--- config.mk ---
export PLATFORM = sky130hd
export DESIGN_NAME = firmware_record_ram_loader_top
export DESIGN_NICKNAME = d
export VERILOG_FILES = /design/src/flrl_pkg.sv /design/src/flrl_front.sv /design/src/flrl_queue.sv /design/src/flrl_back.sv /design/src/firmware_record_ram_loader_top.sv
export SDC_FILE = /design/constraint.sdc
export NUM_CORES = 1
export LEC_CHECK = 0
export ABC_AREA = 1
export BUFFER_PORTS_ARGS = -buffer_cell sky130_fd_sc_hd__buf_2
export CORE_ASPECT_RATIO = 1.75
export CORE_MARGIN = 8
export CORE_UTILIZATION = 30
export CTS_BUF_LIST = sky130_fd_sc_hd__clkbuf_16
export CTS_CLUSTER_DIAMETER = 200
export DETAILED_ROUTE_END_ITERATION = 16
export GPL_ROUTABILITY_DRIVEN = 0
export REMOVE_ABC_BUFFERS = 1
export SLEW_MARGIN = 20
export SYNTH_ARGS = -nofsm -noshare
export SYNTH_HDL_FRONTEND = slang
export SYNTH_SLANG_ARGS = --single-unit
export TNS_END_PERCENT = 1
--- constraint.sdc ---
create_clock -name clk -period 10.2 [get_ports clk]
set_input_delay 2.04 -clock clk [delete_from_list [all_inputs] [get_ports clk]]
set_output_delay 2.04 -clock clk [all_outputs]
set_load 0.05 [all_outputs]
--- src/flrl_pkg.sv ---
`default_nettype none
package flrl_pkg;

  localparam logic [7:0]  KIND_WRITE     = 8'hC9;
  localparam logic [7:0]  KIND_SKIP      = 8'hED;
  localparam logic [3:0]  HDR_LEN        = 4'd10;
  localparam logic [3:0]  SKIP_LONG_LEN  = 4'd10;
  localparam logic [3:0]  SKIP_SHORT_LEN = 4'd2;
  localparam logic [3:0]  HB_LEN_HI      = 4'd1;
  localparam logic [3:0]  HB_LEN_MID     = 4'd2;
  localparam logic [3:0]  HB_LEN_LO      = 4'd3;
  localparam logic [3:0]  HB_ADDR_FIRST  = 4'd6;
  localparam logic [23:0] LEN_OVERHEAD   = 24'd6;
  localparam int          QUEUE_DEPTH_DEF = 4;

  typedef enum logic [1:0] {
    PH_IDLE,
    PH_WHEAD,
    PH_SKIP,
    PH_DATA
  } phase_t;

  // One data byte of a write record, as the parser hands it to the packer.
  typedef struct packed {
    logic [7:0]  data;
    logic        rec_end;
    logic        img_last;
    logic        first;
    logic [31:0] addr;
  } tok_t;

endpackage
`default_nettype wire

--- src/flrl_front.sv ---
`default_nettype none
module flrl_front (
  input  wire logic          clk,
  input  wire logic          rst_n,
  input  wire logic          in_valid,
  input  wire logic          in_stall,
  input  wire logic [7:0]    in_byte,
  input  wire logic          in_image_last,
  output logic               push,
  output flrl_pkg::tok_t     push_tok
);
  import flrl_pkg::*;

  phase_t      phase_r, phase_nxt;
  logic [3:0]  hc_r, hc_nxt;
  logic [7:0]  len_hi_r, len_hi_nxt;
  logic [23:0] rem_r, rem_nxt;
  logic [31:0] addr_r, addr_nxt;
  logic        skip_long_r, skip_long_nxt;
  logic        first_r, first_nxt;

  logic        acc;
  logic [3:0]  hc_inc;
  logic [23:0] len_full;
  logic [3:0]  skip_lim;
  logic        data_end;

  assign acc      = in_valid && !in_stall;
  assign hc_inc   = hc_r + 4'd1;
  assign len_full = {len_hi_r, rem_r[7:0], in_byte};
  assign skip_lim = skip_long_r ? SKIP_LONG_LEN : SKIP_SHORT_LEN;
  assign data_end = (rem_r == 24'd1);

  // Next phase.
  always_comb begin
    phase_nxt = phase_r;
    if (acc) begin
      unique case (phase_r)
        PH_IDLE:  phase_nxt = (in_byte == KIND_WRITE) ? PH_WHEAD : PH_SKIP;
        PH_WHEAD: begin
          if (hc_inc == HDR_LEN) begin
            phase_nxt = (rem_r == 24'd0) ? PH_IDLE : PH_DATA;
          end
        end
        PH_SKIP:  begin
          if (hc_inc >= skip_lim) begin
            phase_nxt = PH_IDLE;
          end
        end
        PH_DATA:  begin
          if (data_end) begin
            phase_nxt = PH_IDLE;
          end
        end
        default:  phase_nxt = PH_IDLE;
      endcase
      // The end of the image always puts the parser back to its start.
      if (in_image_last) begin
        phase_nxt = PH_IDLE;
      end
    end
  end

  // Header fields, counters and the data byte handed to the queue.
  always_comb begin
    hc_nxt        = hc_r;
    len_hi_nxt    = len_hi_r;
    rem_nxt       = rem_r;
    addr_nxt      = addr_r;
    skip_long_nxt = skip_long_r;
    first_nxt     = first_r;
    push          = 1'b0;
    push_tok      = '{data: in_byte, rec_end: data_end, img_last: in_image_last,
                      first: first_r, addr: addr_r};
    if (acc) begin
      unique case (phase_r)
        PH_IDLE: begin
          hc_nxt        = 4'd1;
          skip_long_nxt = (in_byte == KIND_SKIP);
        end
        PH_WHEAD: begin
          if (hc_r == HB_LEN_HI) begin
            len_hi_nxt = in_byte;
          end else if (hc_r == HB_LEN_MID) begin
            rem_nxt = {16'd0, in_byte};
          end else if (hc_r == HB_LEN_LO) begin
            rem_nxt = (len_full >= LEN_OVERHEAD) ? (len_full - LEN_OVERHEAD) : 24'd0;
          end else if (hc_r >= HB_ADDR_FIRST) begin
            addr_nxt = {addr_r[23:0], in_byte};
          end
          hc_nxt = hc_inc;
          if (hc_inc == HDR_LEN) begin
            first_nxt = 1'b1;
          end
        end
        PH_SKIP: hc_nxt = hc_inc;
        PH_DATA: begin
          push      = 1'b1;
          rem_nxt   = rem_r - 24'd1;
          first_nxt = 1'b0;
        end
        default: hc_nxt = hc_r;
      endcase
      if (in_image_last) begin
        hc_nxt     = 4'd0;
        len_hi_nxt = 8'd0;
        rem_nxt    = 24'd0;
        addr_nxt   = 32'd0;
      end
    end
  end

  always_ff @(posedge clk) begin
    if (!rst_n) begin
      phase_r     <= PH_IDLE;
      hc_r        <= 4'd0;
      len_hi_r    <= 8'd0;
      rem_r       <= 24'd0;
      addr_r      <= 32'd0;
      skip_long_r <= 1'b0;
      first_r     <= 1'b0;
    end else begin
      phase_r     <= phase_nxt;
      hc_r        <= hc_nxt;
      len_hi_r    <= len_hi_nxt;
      rem_r       <= rem_nxt;
      addr_r      <= addr_nxt;
      skip_long_r <= skip_long_nxt;
      first_r     <= first_nxt;
    end
  end

endmodule
`default_nettype wire

--- src/flrl_queue.sv ---
`default_nettype none
module flrl_queue #(
  parameter int DEPTH = flrl_pkg::QUEUE_DEPTH_DEF
) (
  input  wire logic          clk,
  input  wire logic          rst_n,
  input  wire logic          push,
  input  wire flrl_pkg::tok_t push_tok,
  output logic               full,
  output logic               pop_valid,
  input  wire logic          pop,
  output flrl_pkg::tok_t     pop_tok
);
  import flrl_pkg::*;

  localparam int PW = (DEPTH > 1) ? $clog2(DEPTH) : 1;
  localparam int CW = $clog2(DEPTH + 1);
  localparam logic [PW-1:0] PTR_MAX = PW'(DEPTH - 1);
  localparam logic [CW-1:0] CNT_MAX = CW'(DEPTH);

  tok_t          slot_r [DEPTH];
  logic [PW-1:0] wr_ptr_r, wr_ptr_nxt;
  logic [PW-1:0] rd_ptr_r, rd_ptr_nxt;
  logic [CW-1:0] cnt_r, cnt_nxt;
  logic          do_pop;

  assign full      = (cnt_r == CNT_MAX);
  assign pop_valid = (cnt_r != '0);
  assign pop_tok   = slot_r[rd_ptr_r];
  assign do_pop    = pop && pop_valid;

  always_comb begin
    wr_ptr_nxt = wr_ptr_r;
    rd_ptr_nxt = rd_ptr_r;
    cnt_nxt    = cnt_r;
    if (push) begin
      wr_ptr_nxt = (wr_ptr_r == PTR_MAX) ? '0 : wr_ptr_r + 1'b1;
    end
    if (do_pop) begin
      rd_ptr_nxt = (rd_ptr_r == PTR_MAX) ? '0 : rd_ptr_r + 1'b1;
    end
    if (push && !do_pop) begin
      cnt_nxt = cnt_r + 1'b1;
    end else if (do_pop && !push) begin
      cnt_nxt = cnt_r - 1'b1;
    end
  end

  always_ff @(posedge clk) begin
    if (push) begin
      slot_r[wr_ptr_r] <= push_tok;
    end
  end

  always_ff @(posedge clk) begin
    if (!rst_n) begin
      wr_ptr_r <= '0;
      rd_ptr_r <= '0;
      cnt_r    <= '0;
    end else begin
      wr_ptr_r <= wr_ptr_nxt;
      rd_ptr_r <= rd_ptr_nxt;
      cnt_r    <= cnt_nxt;
    end
  end

endmodule
`default_nettype wire

--- src/flrl_back.sv ---
`default_nettype none
module flrl_back (
  input  wire logic          clk,
  input  wire logic          rst_n,
  input  wire logic          tok_valid,
  input  wire flrl_pkg::tok_t tok,
  output logic               pop,
  output logic               out_valid,
  input  wire logic          out_stall,
  output logic [31:0]        out_word_address,
  output logic [31:0]        out_word_data,
  output logic               out_record_last,
  output logic               out_truncated
);
  import flrl_pkg::*;

  logic [1:0]  lane_r, lane_nxt;
  logic [31:0] word_r, word_nxt;
  logic [31:0] addr_r, addr_nxt;
  logic        ov_r, ov_nxt;
  logic [31:0] oaddr_r, oaddr_nxt;
  logic [31:0] odata_r, odata_nxt;
  logic        olast_r, olast_nxt;
  logic        otrunc_r, otrunc_nxt;

  logic [31:0] base_addr;
  logic [31:0] word_base;
  logic [31:0] word_cur;
  logic        emit;

  // Bytes land in their final lane, so a short word is already zero padded.
  assign base_addr = tok.first ? tok.addr : addr_r;
  assign word_base = (lane_r == 2'd0) ? 32'd0 : word_r;
  assign word_cur  = word_base | ({24'd0, tok.data} << {~lane_r, 3'b000});
  assign emit      = (lane_r == 2'd3) || tok.rec_end || tok.img_last;
  assign pop       = tok_valid && (!ov_r || !out_stall);

  always_comb begin
    lane_nxt   = lane_r;
    word_nxt   = word_r;
    addr_nxt   = addr_r;
    ov_nxt     = ov_r && out_stall;
    oaddr_nxt  = oaddr_r;
    odata_nxt  = odata_r;
    olast_nxt  = olast_r;
    otrunc_nxt = otrunc_r;
    if (pop) begin
      if (emit) begin
        ov_nxt     = 1'b1;
        oaddr_nxt  = base_addr;
        odata_nxt  = word_cur;
        olast_nxt  = tok.rec_end || tok.img_last;
        otrunc_nxt = tok.img_last && !tok.rec_end;
        addr_nxt   = base_addr + 32'd1;
        lane_nxt   = 2'd0;
      end else begin
        word_nxt = word_cur;
        addr_nxt = base_addr;
        lane_nxt = lane_r + 2'd1;
      end
    end
  end

  always_ff @(posedge clk) begin
    word_r   <= word_nxt;
    addr_r   <= addr_nxt;
    oaddr_r  <= oaddr_nxt;
    odata_r  <= odata_nxt;
    olast_r  <= olast_nxt;
    otrunc_r <= otrunc_nxt;
  end

  always_ff @(posedge clk) begin
    if (!rst_n) begin
      lane_r <= 2'd0;
      ov_r   <= 1'b0;
    end else begin
      lane_r <= lane_nxt;
      ov_r   <= ov_nxt;
    end
  end

  assign out_valid        = ov_r;
  assign out_word_address = oaddr_r;
  assign out_word_data    = odata_r;
  assign out_record_last  = olast_r;
  assign out_truncated    = otrunc_r;

endmodule
`default_nettype wire

--- src/firmware_record_ram_loader_top.sv ---
// Channel  Ports                                               Accepted when
// in       in_valid in_stall in_byte in_image_last            in_valid && !in_stall
// out      out_valid out_stall out_word_address out_word_data  out_valid && !out_stall
//          out_record_last out_truncated
//
// One image byte is taken per cycle while the byte queue is not full; the byte that
// completes a data word passes through the byte queue and then the output register.
// The parser is held back only when the byte queue (QUEUE_DEPTH entries) is full.
// The packer drains one queued byte per cycle whenever the output register is free.
// Reset (rst_n low, synchronous) empties the queue and returns the parser to the
// start of a record.
`default_nettype none
module firmware_record_ram_loader_top #(
  parameter int QUEUE_DEPTH = flrl_pkg::QUEUE_DEPTH_DEF
) (
  input  wire logic        clk,
  input  wire logic        rst_n,
  input  wire logic        in_valid,
  output logic             in_stall,
  input  wire logic [7:0]  in_byte,
  input  wire logic        in_image_last,
  output logic             out_valid,
  input  wire logic        out_stall,
  output logic [31:0]      out_word_address,
  output logic [31:0]      out_word_data,
  output logic             out_record_last,
  output logic             out_truncated
);
  import flrl_pkg::*;

  logic push;
  tok_t push_tok;
  logic q_full;
  logic q_valid;
  logic q_pop;
  tok_t q_tok;

  assign in_stall = q_full;

  flrl_front u_front (
    .clk           (clk),
    .rst_n         (rst_n),
    .in_valid      (in_valid),
    .in_stall      (in_stall),
    .in_byte       (in_byte),
    .in_image_last (in_image_last),
    .push          (push),
    .push_tok      (push_tok)
  );

  flrl_queue #(.DEPTH(QUEUE_DEPTH)) u_queue (
    .clk       (clk),
    .rst_n     (rst_n),
    .push      (push),
    .push_tok  (push_tok),
    .full      (q_full),
    .pop_valid (q_valid),
    .pop       (q_pop),
    .pop_tok   (q_tok)
  );

  flrl_back u_back (
    .clk              (clk),
    .rst_n            (rst_n),
    .tok_valid        (q_valid),
    .tok              (q_tok),
    .pop              (q_pop),
    .out_valid        (out_valid),
    .out_stall        (out_stall),
    .out_word_address (out_word_address),
    .out_word_data    (out_word_data),
    .out_record_last  (out_record_last),
    .out_truncated    (out_truncated)
  );

endmodule
`default_nettype wire

==> results.toml, run 1 <==
[yosys]
yosysTopAreaCellShare = 0.517
synth.area.top_cells = "edfxtp_1 52%, nand2_1 9.6%, dfxtp_1 9.6%"
avgSynthCellArea_sq_um = 9.73
synthArstFlopShare = 0
synth_common_cells = "450 x nand2_1, 302 x edfxtp_1, 184 x inv_1, 161 x nand3_1, 157 x nor2_1"
syn_inst = 1802
synth_top_flop_cell = "edfxtp_1"
synth-edff-count = 302
yosysUniqueCellTypes = 43
synthMuxAreaShare = 0
synthAdderAreaFrac = 0.0176
synth.most_common_cell = "nand2_1"
yosysSeqAreaShare = 0.613
synth_warnings = 0
synth_top_family_by_area = "simple AND/OR/NAND/NOR gates"
yosysTopAreaCell = "edfxtp_1"
yosys.area_share.simple = 0.206
synth-xor-area-share = 0.0235
synth_compound_area_frac = 0.0757
yosys_register_bits = 386
netlist_area_sq_um = 17500

[route]
ant_nets = 0
drt_first_pass_iters = 6
post_drt_via_cell_ratio = 4.73
via_count = 12600
drc = 0
routed_wl_microns = 42600
wl_per_cell_microns = 16.0
drt-initial-drc-count = 700

[sta]
maxSlewHeadroom = 0.298
tns_ns = 0
skew_ns = 0.0151
slew_viol_final = 0
rsz0062_at_grt = "no"
worst_pin_slew_ns = 1.05
post-route-min-period_ns = 4.67
finalSetupViolCount = 0
finalHoldViolCount = 0
period_share = 0.458
timing.fmax_mhz = 214

[cts]
htreeDepth = 2
clkTransAtPathRegs_ns = 0.07
cts_resized = 0
cts_setup_buffers = 0
tritoncts = "done"
cts_hold_buffers = 0
numCtsBuffers = 35
cts.sinks = 386
root_buffer = "clkbuf_16"
clk_path_buf_depth = 3
clk_latency_ns = 0.54

[floorplanning]
ios = 81
die_h_microns = 336
initial_core_util = 0.302
row_count = 117
fp.dieArea_sq_um = 66700
core_sq_um = 58000
dieWidth_microns = 199

[run]
cap_violations = 0

[setup_path]
crit_chain = "buf_2 > inv_1 > a21oi_1 > nand2_1 > inv_1 > nand3_1 > a21oi_1"
critPathSlowestCell = "inv_1"
arrival_ns = 5.11
path_class = "in -> reg"
path_buf_inv = 3
cp-start-kind = "input pin"
required_ns = 10.63
endpoint_kind = "flop"
crit_fanout = 33
cpLargestDelayFamily = "buffers and inverters"
cp_slowest_stage_delay_ns = 0.96

[placed_design]
numPortBuffers = 80
dp.cells = 2596
hpwl_microns = 28700

[global_route]
grt_start_max_net_pins = 84
grt_pass1_vias = 12500
track_usage = 0.127
grt_pass1_wl_microns = 68300
antenna_found_initial = 3
grt-ovfl-total = 0

[layout]
area.growth.synth_to_final_pct = 12.6
utilization = 0.340
final_cells = 2662
drive_above_1_share = 0.110
nNetsFinal = 1897

[power]
power_density_nw_per_um2 = 300
max-vdd-ir-drop_v = 0.000171
power.leakage_nw = 7.82

[status]
status = "complete, no violations"

[worst_hold_path]
hold_path.class = "reg -> reg"
==> power breakdown <==
part | leakage [nW] | switching [mW] | total (mW) | internal, mW
sequential | 3.62 | 0.114 | 2.30 | 2.19
combinational | 3.65 | 1.79 | 2.32 | 0.531
clock | 0.548 | 0.585 | 1.29 | 0.706
==> worst reg2reg max path, cell delays in order, from the launching register on <==
cell and delay, ns:
dfxtp_2 0.31, buf_4 0.33, inv_2 0.78, nand3_2 0.16
nand2_2 0.70, nand2_1 0.22, o21ai_4 0.17, ha_1 0.23
nand2_1 0.12, nor3_4 0.34, nand3_2 0.20, nor2_4 0.24
nand3_1 0.10, nand2_1 0.08, nand2_1 0.05
==> logic make-up (layout without fill, tap and decap cells) <==
kind of cell,count (synthesis),after routing
fa+ha+maj,24,24
compound gates,238,238
xor+xnor,47,47
simple gates,843,843
flops,386,386
buf+inv,264,348
other cells,0,3
==> stage by stage <==
stage | instance area [sq um] | power [mW] | hold slack (ns) | setup slack (ns)
final | 19700 | 5.91 | 0.491 | 5.53
after global routing | 19700 | 6.27 | 0.513 | 5.04
after floorplan | 17100 | 4.02 | 0.443 | 4.96
after detailed placement | 18600 | 4.68 | 0.487 | 4.97
after global placement | 18600 | 4.63 | 0.470 | 5.13
after CTS | 19700 | 5.98 | 0.497 | 5.53
==> worst paths after layout <==
| kind | startpoint | slack [ns] | cells past startpoint | endpoint |
|---|---|---|---|---|
| max | in_image_last | 5.53 | 7 | u_front.addr_r[9] |
| min | u_front.rem_r[23] | 0.49 | 2 | u_front.rem_r[23] |
| max reg2reg | flop | 5.94 | 14 | u_back.addr_r[28] |
| min reg2reg | u_front.rem_r[23] | 0.49 | 2 | u_front.rem_r[23] |
==> flip-flops by register name, indices dropped and copies added (netlist names), named ones only <==
signal	count
u_queue.rd_ptr_r	2
u_front.first_r	1
u_back.out_valid	1
u_back.out_truncated	1
u_front.phase_r	2
u_front.rem_r	24
u_back.out_word_data	32
u_front.len_hi_r	8
u_back.word_r	32
u_queue.wr_ptr_r	2
u_queue.slot_r	172
u_queue.cnt_r	3
u_back.out_record_last	1
u_back.out_word_address	32
u_front.addr_r	32
u_front.skip_long_r	1
u_back.lane_r	2
u_back.addr_r	32
u_front.hc_r	4
==> metal layers <==
metal,global-route usage,share of wire,wire length (microns),vias to the layer above
met3,0.0154,0.044,1860,113
met4,0.0661,0.045,1910,0
met2,0.236,0.53,22700,311
met1,0.139,0.38,16200,6024
met5,0,0,0,-
li1,-,-,-,6148
==> placed cells by master (no fill, tap or decap), types with 2 or more instances in the layout <==
| cell type | instances |
|---|---|
| xor2_1 | 33 |
| o21ai_0 | 88 |
| nor3_1 | 10 |
| buf_4 | 14 |
| o21ai_2 | 5 |
| bufinv_16 | 3 |
| nor4_1 | 3 |
| clkinv_2 | 4 |
| inv_1 | 187 |
| or2_2 | 4 |
| a21oi_1 | 89 |
| nand2_2 | 19 |
| inv_2 | 7 |
| buf_2 | 80 |
| o31ai_1 | 2 |
| ha_1 | 22 |
| clkbuf_16 | 35 |
| nor2_1 | 152 |
| nor2_2 | 8 |
| nand4_1 | 15 |
| nand3_2 | 3 |
| nand3_1 | 161 |
| dfxtp_1 | 82 |
| xnor2_1 | 14 |
| o22ai_1 | 34 |
| o21ai_1 | 4 |
| o21ai_4 | 3 |
| nand3b_1 | 2 |
| dfxtp_2 | 2 |
| a211oi_1 | 5 |
| edfxtp_1 | 302 |
| clkinv_1 | 12 |
| diode_2 | 3 |
| inv_6 | 3 |
| clkinvlp_4 | 3 |
| o211ai_1 | 6 |
| nor2_4 | 11 |
| nand2_1 | 450 |
==> area by class of cell <==
class / count / area, sq um
Antenna cell: 3 / 7.51
Inverter: 191 / 717
Clock buffer: 35 / 876
Timing Repair Buffer: 94 / 505
Tap cell: 773 / 967
Fill cell: 5852 / 38200
Clock inverter: 28 / 215
Sequential cell: 386 / 10800
Multi-Input combinational cell: 1152 / 5690
Power figures use the tool's default switching activity.
==> inputs of run 2 (changes only) <==
==> constraint.sdc (replaced) <==
create_clock -name clk -period 4.8 [get_ports clk]
set_input_delay 0.96 -clock clk [delete_from_list [all_inputs] [get_ports clk]]
set_output_delay 0.96 -clock clk [all_outputs]
set_load 0.05 [all_outputs]
==> results.toml, run 2 (synthesis gave the netlist of run 1 again) <==
[cts]
numCtsBuffers = 35
cts_hold_buffers = 0
htreeDepth = 2
cts_resized = 0
clkTransAtPathRegs_ns = 0.07
tritoncts = "done"
cts_setup_buffers = 0
cts.sinks = 386
root_buffer = "clkbuf_16"
clk_latency_ns = 0.54
clk_path_buf_depth = 3

[sta]
layout_setup_ws_ns = 1.58
worst_pin_slew_ns = 0.962
maxSlewHeadroom = 0.354
slew_viol_final = 0
tns_ns = 0
finalSetupViolCount = 0
finalHoldViolCount = 0
post-route-min-period_ns = 3.22
rsz0062_at_grt = "no"
skew_ns = 0.0287
timing.fmax_mhz = 310
period_share = 0.671

[status]
status = "complete, no violations"

[layout]
utilization = 0.342
final_common_cell = "nand2_1"
nNetsFinal = 1904
drive_above_1_share = 0.112
largest-register = "u_queue.slot_r"
final_cell_mix = "450 x nand2_1, 302 x edfxtp_1, 195 x inv_1, 161 x nand3_1, 152 x nor2_1"
area.growth.synth_to_final_pct = 13.2
largest_reg_flops = 172

[route]
route.met2.wl_microns = 23100
top_layer = "met4"
routed_wl_microns = 42800
wl_met1_microns = 16000
drt_first_pass_iters = 5
post_drt_via_cell_ratio = 4.67
drt-initial-drc-count = 630
route.met3.wl_microns = 1910
wl_per_cell_microns = 16.1
via_count = 12500
drc = 0
ant_nets = 0

[setup_path]
worst-r2r-cell-count = 14
endpoint_kind = "flop"
required_ns = 5.09
crit_fanout = 79
cp-start-kind = "flop"
path_class = "reg -> reg"
reg2reg_slack_ns = 1.58
arrival_ns = 3.52
rr_endpoint = "u_back.addr_r[28]"

[global_route]
grt-ovfl-total = 0
grt_start_max_net_pins = 80
track_usage = 0.127
grt_pass1_vias = 12600
grt_pass1_wl_microns = 67900
antenna_found_initial = 2

[floorplanning]
initial_core_util = 0.302
fp.dieArea_sq_um = 66700
die_h_microns = 336
row_count = 117
core_sq_um = 58000
dieWidth_microns = 199
ios = 81

[power]
fin_total_pwr_mw = 12.6
max-vdd-ir-drop_v = 0.000390
power.leakage_nw = 7.89
power_density_nw_per_um2 = 636

[placed_design]
preCtsSetupSlack_ns = 1.15
hpwl_microns = 29300
numPortBuffers = 80

[worst_hold_path]
whs_endpoint = "u_front.rem_r[23]"
hold_path.class = "reg -> reg"
worstHoldStart = "u_front.rem_r[23]"
hold_depth = 2

[run]
cap_violations = 0
-- run 2: worst max-delay path: stages (launching register included) --
cell and delay [ns]:
dfxtp_2 0.34, inv_2 0.08, buf_4 0.66, nand2_1 0.10, nand3_1 0.12, nand2_1 0.12
o21ai_4 0.22, ha_1 0.21, nand2_1 0.12, nor3_4 0.31, nand3_2 0.18, nor2_4 0.26
nand3_1 0.12, nand2_1 0.07, nand2_1 0.06
-- run 2: area by class of cell --
type,count,area [sq um]
multi-input cells,1152,5690
flip-flops and latches,386,10800
well taps,773,967
inverters,191,717
repair buffers,101,621
clock buffers,35,876
fillers,5861,38100
diodes,2,5.00
clock inverters,27,215
-- run 2: worst max-delay path by stage --
stage	end
floorplan	u_back.word_r[0]
global placement	u_front.addr_r[28]
detailed placement	u_front.addr_r[19]
CTS	u_back.addr_r[28]
global route	u_back.addr_r[28]
finish	u_back.addr_r[28]
-- run 2: per-stage QoR --
stage | hold slack (ns) | instances | cell area [sq um]
floorplan | 0.443 | 1729 | 17100
CTS | 0.489 | 2665 | 19800
global route | 0.513 | 2665 | 19800
global placement | 0.470 | 2603 | 18700
finish | 0.488 | 2667 | 19800
detailed placement | 0.478 | 2603 | 18700
-- run 2: where the power goes --
group / internal, mW / total [mW] / switching [mW]
Clock: 1.50 / 2.73 / 1.23
Sequential: 4.64 / 4.88 / 0.246
Combinational: 1.17 / 5.00 / 3.82
Total: 7.31 / 12.6 / 5.30
-- run 2: metal layers --
| layer | vias to the layer above | global-route usage |
|---|---|---|
| li1 | 6167 | - |
| met1 | 5882 | 0.133 |
| met2 | 331 | 0.245 |
| met3 | 85 | 0.0142 |
| met4 | 0 | 0.0601 |
| met5 | - | 0 |
==> inputs of run 3 (changes only) <==
--- a/config.mk
+++ b/config.mk
@@ -5,7 +5,7 @@
 export SDC_FILE = /design/constraint.sdc
 export NUM_CORES = 1
 export LEC_CHECK = 0
-export ABC_AREA = 1
+export ABC_AREA = 0
 export BUFFER_PORTS_ARGS = -buffer_cell sky130_fd_sc_hd__buf_2
 export CORE_ASPECT_RATIO = 1.75
 export CORE_MARGIN = 8
==> constraint.sdc (replaced) <==
create_clock -name clk -period 2.6 [get_ports clk]
set_input_delay 0.52 -clock clk [delete_from_list [all_inputs] [get_ports clk]]
set_output_delay 0.52 -clock clk [all_outputs]
set_load 0.05 [all_outputs]
==> results.toml, run 3 <==
[yosys]
yosysTopAreaCellShare = 0.543
netlist_area_sq_um = 16700
yosysTopAreaCell = "edfxtp_1"
synth_warnings = 0
synth.most_common_cell = "edfxtp_1"
syn_inst = 1283
yosys_register_bits = 386
yosysSeqAreaShare = 0.644
synth-edff-count = 302
synthArstFlopShare = 0
avgSynthCellArea_sq_um = 13.0
yosysUniqueCellTypes = 65
synth_top_flop_cell = "edfxtp_1"
synth_common_cells = "302 x edfxtp_1, 178 x nand2_1, 89 x o21ai_0, 84 x dfxtp_1, 59 x inv_1"
synth.area.top_cells = "edfxtp_1 54%, dfxtp_1 10%, mux4_2 5.8%"

[sta]
worst_pin_slew_ns = 0.952
finalHoldViolCount = 0
holdWs_ns = 0.281
maxSlewHeadroom = 0.361
finalSetupViolCount = 0
slew_viol_final = 0
rsz0062_at_grt = "yes"
period_share = 0.986
post-route-min-period_ns = 2.56
skew_ns = 0.0191
timing.fmax_mhz = 390
layout_setup_ws_ns = 0.0363

[layout]
fillCellCount = 5303
ff_latch_area_sq_um = 10800
drive_above_1_share = 0.207
final_cell_area_sq_um = 19700
final_common_cell = "edfxtp_1"
largest-register = "u_queue.slot_r"
multiInputGateArea_sq_um = 5540
nNetsFinal = 1468
antenna-diode-count = 0
utilization = 0.357
largest_reg_flops = 172
area.growth.synth_to_final_pct = 18.1
final_cell_mix = "302 x edfxtp_1, 177 x nand2_1, 89 x o21ai_0, 82 x dfxtp_1, 80 x buf_2"

[route]
drt-initial-drc-count = 481
wl_per_cell_microns = 17.7
drt_first_pass_iters = 5
ant_nets = 0
via_count = 10600
drc = 0
routed_wl_microns = 38100
post_drt_via_cell_ratio = 4.93

[floorplanning]
row_count = 114
core_sq_um = 55200
die_h_microns = 328
initial_core_util = 0.302
ios = 81
fp.dieArea_sq_um = 63800
dieWidth_microns = 194

[cts]
clkTransAtPathRegs_ns = 0.07
cts.sinks = 386
htreeDepth = 2
numCtsBuffers = 35
tritoncts = "done"
root_buffer = "clkbuf_16"
clk_path_buf_depth = 3
clk_latency_ns = 0.52

[setup_path]
cp-start-kind = "flop"
crit_fanout = 33
required_ns = 2.87
arrival_ns = 2.84
path_class = "reg -> reg"
endpoint_kind = "flop"

[global_route]
grt-ovfl-total = 0
track_usage = 0.118
use_met3 = 0.0174
grt_pass1_vias = 10900
grtUsageMet1 = 0.121
antenna_found_initial = 1
grt_start_max_net_pins = 60
grt_pass1_wl_microns = 60400
grt_use_met2 = 0.225
grt-busiest-layer = "met2"

[power]
seq_power_share = 0.428
max-vdd-ir-drop_v = 0.000712
swShare = 0.361
p_switching_mw = 7.46
intPower_mw = 13.2
p_clk_frac = 0.242
power_frac_comb = 0.330
fin_total_pwr_mw = 20.7
power.leakage_nw = 7.06
power_density_nw_per_um2 = 1050

[run]
cap_violations = 0

[placed_design]
numPortBuffers = 80
preCtsSetupSlack_ns = -0.244
hpwl_microns = 26500
placed_area_sq_um = 18500

[status]
status = "complete, no violations"

[worst_hold_path]
hold_path.class = "in -> reg"
-- run 3: changes by cell type after synthesis, sizes merged, moves of 23 or more --
cell / before / now
nor2: 171 / 45
nand2: 470 / 178
nand3: 164 / 29
a21oi: 89 / 34
o22ai: 34 / 3
a21boi: 0 / 40
nand3b: 3 / 29
buf: 37 / 14
inv: 189 / 59
mux4: 0 / 43
nor2b: 0 / 30
-- run 3: critical path, cell delays in order (launching register included) --
cell and delay, ns:
edfxtp_1 0.40, mux4_2 0.51, buf_6 0.16, buf_12 0.16, or3b_4 0.41, a2bb2oi_4 0.23, nand3_2 0.10, nand4b_1 0.19
xnor2_1 0.14
-- run 3: worst paths after layout --
check | cells past startpoint | to | from | slack [ns]
setup / recovery | 8 | u_back.addr_r[31] | u_queue.slot_r[2][32] | 0.04
hold / removal | 3 | u_back.out_valid | out_stall | 0.28
setup reg to reg | 8 | u_back.addr_r[31] | u_queue.slot_r[2][32] | 0.04
hold reg to reg | 2 | u_front.rem_r[11] | u_front.rem_r[11] | 0.48
-- run 3: layout make-up --
type	instances	share of cell area
timing repair buffer	171	0.0631
multi-input combinational	778	0.281
tap	696	0.0442
clock buffer	37	0.0469
inverter	59	0.0112
sequential	386	0.545
clock inverter	26	0.00863
-- run 3: stage by stage --
step | TNS [ns] | std cells
after detailed placement | -5.29 | 2082
after global routing | -0.127 | 2153
after floorplan | -488.30 | 1223
after global placement | -4.39 | 2082
after CTS | -0.00475 | 2152
final | 0 | 2153
-- run 3: cell families after synthesis --
group	synth area share
DFF	0.644
AOI/OAI and AO/OA	0.0846
and+or+nand+nor	0.126
muxes	0.0729
xor gates and xnor gates	0.0247
buffers and inverters	0.0293
adders and majority gates	0.0184
-- run 3: routing by layer --
layer	up-vias	part of all wire
met5	-	0.00032
met4	2	0.048
met1	5198	0.37
met2	265	0.54
met3	111	0.038
li1	5028	-
-- run 3: power by group through the flow --
stage                     logic [mW]  registers, mW  clock network (mW)
after floorplan                 2.53           11.0                   0
after global placement          6.69           8.95                   0
after detailed placement        6.82           8.98                   0
after CTS                       6.91           8.87                5.14
after global routing            7.36           8.98                5.33
final                           6.82           8.85                5.00
-- run 3: timing repair --
action                     4_1_cts  5_1_grt
setup endpoints to repair       63       66
setup buffers                    7        1
hold buffers                     0        0
gates resized for setup          8       12
pin swaps                        2        7
